--- src/rtl/pfra_pkg.sv ---
// ----------------------------------------------------------------------------
// pfra_pkg
// Types, codes and fixed constants of the page frame allocator.
// ----------------------------------------------------------------------------
package pfra_pkg;

  localparam int ADDR_W      = 32;
  localparam int CNT_W       = 8;
  localparam int PAGE_SHIFT  = 12;
  localparam int FN_W        = ADDR_W - PAGE_SHIFT;
  localparam int STATUS_W    = 3;
  localparam int KIND_W      = 2;
  localparam int CFG_IDX_W   = 1;
  localparam int TDATA_IN_W  = 32;
  localparam int TDATA_OUT_W = 40;

  localparam logic [ADDR_W-1:0] BASE_ADDR = 32'h0010_0000;
  localparam logic [ADDR_W-1:0] PAGE_MASK = 32'hFFFF_F000;
  localparam logic [CNT_W-1:0]  USED_MARK = 8'd100;

  typedef enum logic [KIND_W-1:0] {
    KIND_INIT  = 2'd0,
    KIND_ALLOC = 2'd1,
    KIND_FREE  = 2'd2,
    KIND_FAULT = 2'd3
  } kind_t;

  typedef enum logic [STATUS_W-1:0] {
    ST_OK           = 3'd0,
    ST_BELOW        = 3'd1,
    ST_NONEXIST     = 3'd2,
    ST_ALREADY_FREE = 3'd3,
    ST_OOM          = 3'd4,
    ST_IN_PLACE     = 3'd5
  } status_t;

  typedef enum logic [1:0] {
    RES_ZERO = 2'd0,
    RES_OLD  = 2'd1,
    RES_PAGE = 2'd2
  } res_sel_t;

  typedef enum logic [CFG_IDX_W-1:0] {
    CFG_FREE_START = 1'b0,
    CFG_MEM_END    = 1'b1
  } cfg_idx_t;

  // Controller to datapath.
  typedef struct packed {
    logic     load_req;
    logic     sweep_start;
    logic     fill_only;
    logic     sweep_step;
    logic     scan_start;
    logic     scan_step;
    logic     claim;
    logic     dec_write;
    logic     res_load;
    res_sel_t res_sel;
    status_t  res_status;
  } dp_cmd_t;

  // Datapath to controller.
  typedef struct packed {
    kind_t kind;
    logic  idx_zero;
    logic  hit;
    logic  scan_end;
    logic  below;
    logic  nonexist;
    logic  tracked;
    logic  cnt_zero;
    logic  cnt_one;
  } dp_stat_t;

endpackage

--- src/rtl/pfra_ctrl.sv ---
// ----------------------------------------------------------------------------
// pfra_ctrl
// Controller: sequences sweeps, scans and read-modify-writes of the count
// store and owns both handshakes.
// ----------------------------------------------------------------------------
module pfra_ctrl import pfra_pkg::*; (
  input  logic              clk,
  input  logic              rst,
  input  logic              s_tvalid,
  output logic              s_tready,
  input  logic [KIND_W-1:0] s_tuser,
  output logic              m_tvalid,
  input  logic              m_tready,
  input  dp_stat_t          stat,
  output dp_cmd_t           cmd
);

  typedef enum logic [2:0] {
    S_PREP,
    S_SWEEP,
    S_IDLE,
    S_TARGET,
    S_CHECK,
    S_SCAN,
    S_FINISH
  } state_t;

  state_t   state;
  state_t   state_next;
  logic     boot;
  logic     claimed;
  logic     out_valid;
  res_sel_t fin_sel;
  status_t  fin_st;

  logic     go_fin;
  res_sel_t fin_sel_next;
  status_t  fin_st_next;
  logic     set_claimed;

  assign s_tready = (state == S_IDLE);
  assign m_tvalid = out_valid;

  always_comb begin
    cmd          = '0;
    cmd.res_sel  = fin_sel;
    cmd.res_status = fin_st;
    state_next   = state;
    go_fin       = 1'b0;
    fin_sel_next = RES_ZERO;
    fin_st_next  = ST_OK;
    set_claimed  = 1'b0;
    case (state)
      S_PREP: begin
        cmd.sweep_start = 1'b1;
        cmd.fill_only   = boot;
        state_next      = S_SWEEP;
      end
      S_SWEEP: begin
        cmd.sweep_step = 1'b1;
        if (stat.idx_zero) begin
          if (boot) begin
            state_next = S_IDLE;
          end else begin
            go_fin = 1'b1;
          end
        end
      end
      S_IDLE: begin
        if (s_tvalid) begin
          cmd.load_req = 1'b1;
          case (kind_t'(s_tuser))
            KIND_INIT: state_next = S_PREP;
            KIND_ALLOC: begin
              cmd.scan_start = 1'b1;
              state_next     = S_SCAN;
            end
            default: state_next = S_TARGET;
          endcase
        end
      end
      S_TARGET: begin
        case (stat.kind)
          KIND_FREE: begin
            if (stat.below) begin
              go_fin      = 1'b1;
              fin_st_next = ST_BELOW;
            end else if (stat.nonexist) begin
              go_fin      = 1'b1;
              fin_st_next = ST_NONEXIST;
            end else begin
              state_next = S_CHECK;
            end
          end
          KIND_FAULT: begin
            if (stat.tracked) begin
              state_next = S_CHECK;
            end else begin
              cmd.scan_start = 1'b1;
              state_next     = S_SCAN;
            end
          end
          default: go_fin = 1'b1;
        endcase
      end
      S_CHECK: begin
        if (stat.kind == KIND_FREE) begin
          go_fin = 1'b1;
          if (stat.cnt_zero) begin
            fin_st_next = ST_ALREADY_FREE;
          end else begin
            cmd.dec_write = 1'b1;
          end
        end else if (claimed) begin
          // Old page after the new one was claimed: drop one share.
          cmd.dec_write = !stat.cnt_zero;
          go_fin        = 1'b1;
          fin_sel_next  = RES_PAGE;
        end else if (stat.cnt_one) begin
          go_fin       = 1'b1;
          fin_sel_next = RES_OLD;
          fin_st_next  = ST_IN_PLACE;
        end else begin
          cmd.scan_start = 1'b1;
          state_next     = S_SCAN;
        end
      end
      S_SCAN: begin
        if (stat.hit) begin
          cmd.claim = 1'b1;
          if (stat.kind == KIND_FAULT && stat.tracked) begin
            set_claimed = 1'b1;
            state_next  = S_TARGET;
          end else begin
            go_fin       = 1'b1;
            fin_sel_next = RES_PAGE;
          end
        end else if (stat.scan_end) begin
          go_fin      = 1'b1;
          fin_st_next = ST_OOM;
        end else begin
          cmd.scan_step = 1'b1;
        end
      end
      S_FINISH: begin
        if (!out_valid || m_tready) begin
          cmd.res_load = 1'b1;
          state_next   = S_IDLE;
        end
      end
      default: state_next = S_IDLE;
    endcase
    if (go_fin) begin
      state_next = S_FINISH;
    end
  end

  always_ff @(posedge clk) begin
    if (rst) begin
      state     <= S_PREP;
      boot      <= 1'b1;
      claimed   <= 1'b0;
      out_valid <= 1'b0;
    end else begin
      state <= state_next;
      if (state == S_SWEEP && stat.idx_zero) begin
        boot <= 1'b0;
      end
      if (cmd.load_req) begin
        claimed <= 1'b0;
      end else if (set_claimed) begin
        claimed <= 1'b1;
      end
      if (cmd.res_load) begin
        out_valid <= 1'b1;
      end else if (m_tready) begin
        out_valid <= 1'b0;
      end
    end
    if (go_fin) begin
      fin_sel <= fin_sel_next;
      fin_st  <= fin_st_next;
    end
  end

endmodule

--- config.mk ---
export PLATFORM = sky130hd
export DESIGN_NAME = pfra_ctrl
export DESIGN_NICKNAME = d
export VERILOG_FILES = /design/src/rtl/pfra_pkg.sv /design/src/rtl/pfra_ctrl.sv
export SDC_FILE = /design/constraint.sdc
export NUM_CORES = 1
export LEC_CHECK = 0
export BUFFER_PORTS_ARGS = -buffer_cell sky130_fd_sc_hd__buf_2
export CAP_MARGIN = 0
export CORE_ASPECT_RATIO = 0.75
export CORE_UTILIZATION = 48
export CTS_CLUSTER_DIAMETER = 200
export CTS_CLUSTER_SIZE = 12
export DETAILED_ROUTE_END_ITERATION = 8
export PLACE_DENSITY_LB_ADDON = 0.12
export SYNTH_ARGS = -nofsm -noshare
export SYNTH_HDL_FRONTEND = slang
export SYNTH_SLANG_ARGS = --single-unit
--- constraint.sdc ---
create_clock -name clk -period 2.3 [get_ports clk]
set_input_delay 0 -clock clk [delete_from_list [all_inputs] [get_ports clk]]
set_output_delay 0 -clock clk [all_outputs]
set_load 0.01 [all_outputs]
==> implementation parameters <==
Parameter                              Value

Run status
  Result of the run    completed

Route
  Ratio of routed vias to standard cells    5.77
  Final wirelength    2150 µm
  DRC    0
  Remaining antenna violation count after routing    0
  Router iterations before antenna repair    4
  Initial DRC Count    32
  Wirelength per Cell    about 14 µm
  Number of vias in the routed layout    865

Synthesis
  Most frequent cells after synthesis    10 x sky130_fd_sc_hd__nand2_1, 7 x sky130_fd_sc_hd__nor2_1, 7 x sky130_fd_sc_hd__nor3_1
  Top-count cell post-synth    sky130_fd_sc_hd__nand2_1
  Number of synthesized register bits    11
  FFs w/ async S/R, synth    0%
  Synth warn    0
  Main area contributors after synthesis    sky130_fd_sc_hd__edfxtp_1 17%, sky130_fd_sc_hd__dfxtp_1 14%, sky130_fd_sc_hd__nand2_1 4.4%, sky130_fd_sc_hd__nor3_1 4.1%, sky130_fd_sc_hd__buf_6 3.9%
  Fraction of post-synthesis cell area in the top cell type by area    between 15 and 20%
  Post-synthesis cell type with the largest combined area    sky130_fd_sc_hd__edfxtp_1
  Number of flops mapped to enable cells by yosys    5
  Syn_area_per_cell    between 8 and 9 µm²
  Top FF cell, synth    sky130_fd_sc_hd__dfxtp_1
  Fraction of the yosys area taken by sequential cells    31.4%
  Summed instance area of the synthesized netlist    about 860 µm²
  Net count after synthesis    about 110
  Cell count after synthesis    96
  Number of different library cells in the post-synthesis netlist    46

Setup path
  Reg2Reg Setup Slack    between 0.4 and 0.5 ns
  Crit path max fanout    18
  CP Launch Type    register
  Critical path required time    roughly 2.3 ns
  Setup crit end kind    register
  CP arrival    1.85 ns
  Logic depth of the worst register-to-register path    4
  Worst setup path class    reg -> reg

Clocking
  Clock sink count    11
  TritonCTS clock tree    built
  Clock latency reported for the late side of the worst-skew pair    between 0.2 and 0.3 ns
  Clock Tree Root    sky130_fd_sc_hd__clkbuf_4
  Maximum clock insertion buffer count    2
  Register clock-pin slew on the reported worst setup and hold paths    about 0.080 ns
  Number of buffers created by CTS    3
  CTS HTree Levels    1
  Hold bufs inserted after CTS    1
  Number of gates given a new drive strength after cts    0
  Postcts setup bufs    0

GRT
  Vias in the first global route    between 700 and 800
  Overall routing resource usage    24.2%
  Global route overflow    0
  Global-route wire length before repair    between 3000 and 4000 µm
  Number of antenna violations at the first check in global routing    0
  Largest net degree at the start of global routing    19

Placement
  Placed standard-cell area    approximately 1000 µm²
  Worst setup slack after placement    between 0.4 and 0.5 ns
  Cell total after placement    between 100 and 150
  Number of buffers added on ports    31
  Post-DP HPWL    roughly 1600 µm
  Final weighted congestion in routability-driven placement    approximately 0.88

Timing
  RSZ-0062 raised after global routing    no
  Worst-margin pin slew    slightly above 0.6 ns
  Accumulated negative setup slack    0 ns
  Fmax    529 MHz
  Relative slew slack    between 50% and 60%
  Total setup violations reported at the end of the flow    0
  Worst Slack Setup Final    between 0.4 and 0.5 ns
  Period Utilization, post-route    between 80% and 90%
  Tmin final    1.89 ns
  Clock Skew    between 0.015 and 0.02 ns
  Hold violation total from the final report    0
  Max-slew violation total from the final report    0

Final layout
  Final standard cell utilization of the core    ~66%
  Fin cells    150
  Number of inserted diodes    0
  Layout Area Growth over Synthesis    21.7%
  Finished layout cell area    between 1000 and 1500 µm²
  Number of nets in the finished design    between 100 and 150
  Fraction of layout cells with a size suffix above 1    approximately 36%

Power and ir drop
  Relative contribution of sequential cells to total power    about a third
  Fraction of power consumed by combinational cells    about half
  Max VDD drop    just under 500 µV
  Leakage    between 0.4 and 0.5 nW
  Switch Pwr    approximately 0.00037 W
  Internal Pwr Total    between 0.0005 and 0.0006 W
  PD cells    about 830 nW/µm²
  Power share of the clock group    between 10% and 20%
  Switching fraction of total power    a little over two fifths

Die
  Die span in y    a little under 40 µm
  Core Area    about 1600 µm²
  Row Count    12
  Initial Util    54.5%
  I/O pins    32
  Die outline area    1970 µm²
  Die span in x    50.9 µm

Min path
  WHS Path Cells    3
  Kind of path behind the tightest hold check    in -> reg

Flow run
  Max-Cap Viols    0
-- path summary, 6_finish.rpt --
kind                                             from                    end
worst max register to register  state[2]$_SDFFE_PP0P_   fin_sel[1]$_DFFE_PP_
worst min register to register      boot$_SDFFE_PP1P_      boot$_SDFFE_PP1P_
worst min-delay path                         m_tready  m_tvalid$_SDFFE_PP0P_
worst max-delay path            state[2]$_SDFFE_PP0P_   fin_sel[1]$_DFFE_PP_
-- metal layers --
metal  part of all wire, %  global-route usage [%]  vias up
met1                    50                    36.7      386
met5                     0                       0        -
met2                    42                    35.3       44
met4                  0.88                    4.17        0
met3                   7.2                    4.71        2
li1                      -                       -      433
-- power by group through the flow --
stage | Clock, W | Combinational (W) | Sequential, W
3_5_place_dp | 0 | 0.000423 | 0.000308
4_1_cts | 0.000141 | 0.000428 | 0.000304
5_1_grt | 0.000148 | 0.000475 | 0.000310
2_1_floorplan | 0 | 0.000339 | 0.000281
3_3_place_gp | 0 | 0.000421 | 0.000306
6_report | 0.000135 | 0.000433 | 0.000305
-- registers in the layout, summed over array words and instances, names as in the netlist --
signal    cells
boot          1
claimed       1
fin_sel       2
fin_st        3
m_tvalid      1
state         3
-- cell usage in the layout, fill, tap and decap left out, types with 2 or more instances in the layout --
cell type,synthesis,final
sky130_fd_sc_hd__clkbuf_4,0,3
sky130_fd_sc_hd__nand3_1,3,3
sky130_fd_sc_hd__nand2_1,10,10
sky130_fd_sc_hd__nor3b_1,3,3
sky130_fd_sc_hd__buf_2,1,31
sky130_fd_sc_hd__o31a_1,2,2
sky130_fd_sc_hd__inv_1,2,2
sky130_fd_sc_hd__nor2_1,7,7
sky130_fd_sc_hd__nor3_1,7,7
sky130_fd_sc_hd__nand2b_1,2,2
sky130_fd_sc_hd__o21ai_0,2,2
sky130_fd_sc_hd__nor2b_1,4,4
sky130_fd_sc_hd__dfxtp_1,6,6
sky130_fd_sc_hd__a21oi_1,6,6
sky130_fd_sc_hd__nand3b_1,2,2
sky130_fd_sc_hd__a31oi_1,2,2
sky130_fd_sc_hd__edfxtp_1,5,5
-- critical path, cell delays in order (launching register included) --
cell	delay, ns
sky130_fd_sc_hd__dfxtp_1	0.71
sky130_fd_sc_hd__nor3b_4	0.40
sky130_fd_sc_hd__o31ai_4	0.11
sky130_fd_sc_hd__o2111a_2	0.18
sky130_fd_sc_hd__nand2b_2	0.16
-- stage by stage --
stage	hold slack [ns]	total power, W
2_1_floorplan	0.0507	0.000621
5_1_grt	0.0737	0.000933
6_report	0.0548	0.000873
3_5_place_dp	0.267	0.000732
4_1_cts	0.0534	0.000872
3_3_place_gp	0.250	0.000727
-- final cells by class --
cell class	instances	area, µm²
sequential	11	270
clock buffer	4	26.3
inverter	3	11.3
fill	143	531
timing repair buffer	33	173
multi-input combinational	78	539
tap	21	26.3
-- cell families (layout without fill, tap and decap cells) --
| family | Yosys count | count (layout) | synth area share (%) |
|---|---|---|---|
| AOI/OAI and AO/OA | 24 | 24 | 22.9 |
| and+or+nand+nor | 53 | 53 | 38.4 |
| DFF | 11 | 11 | 31.4 |
| adders and majority gates | 1 | 1 | 1.46 |
| buffers and inverters | 7 | 40 | 5.82 |
(Power assumes the default switching activity.)
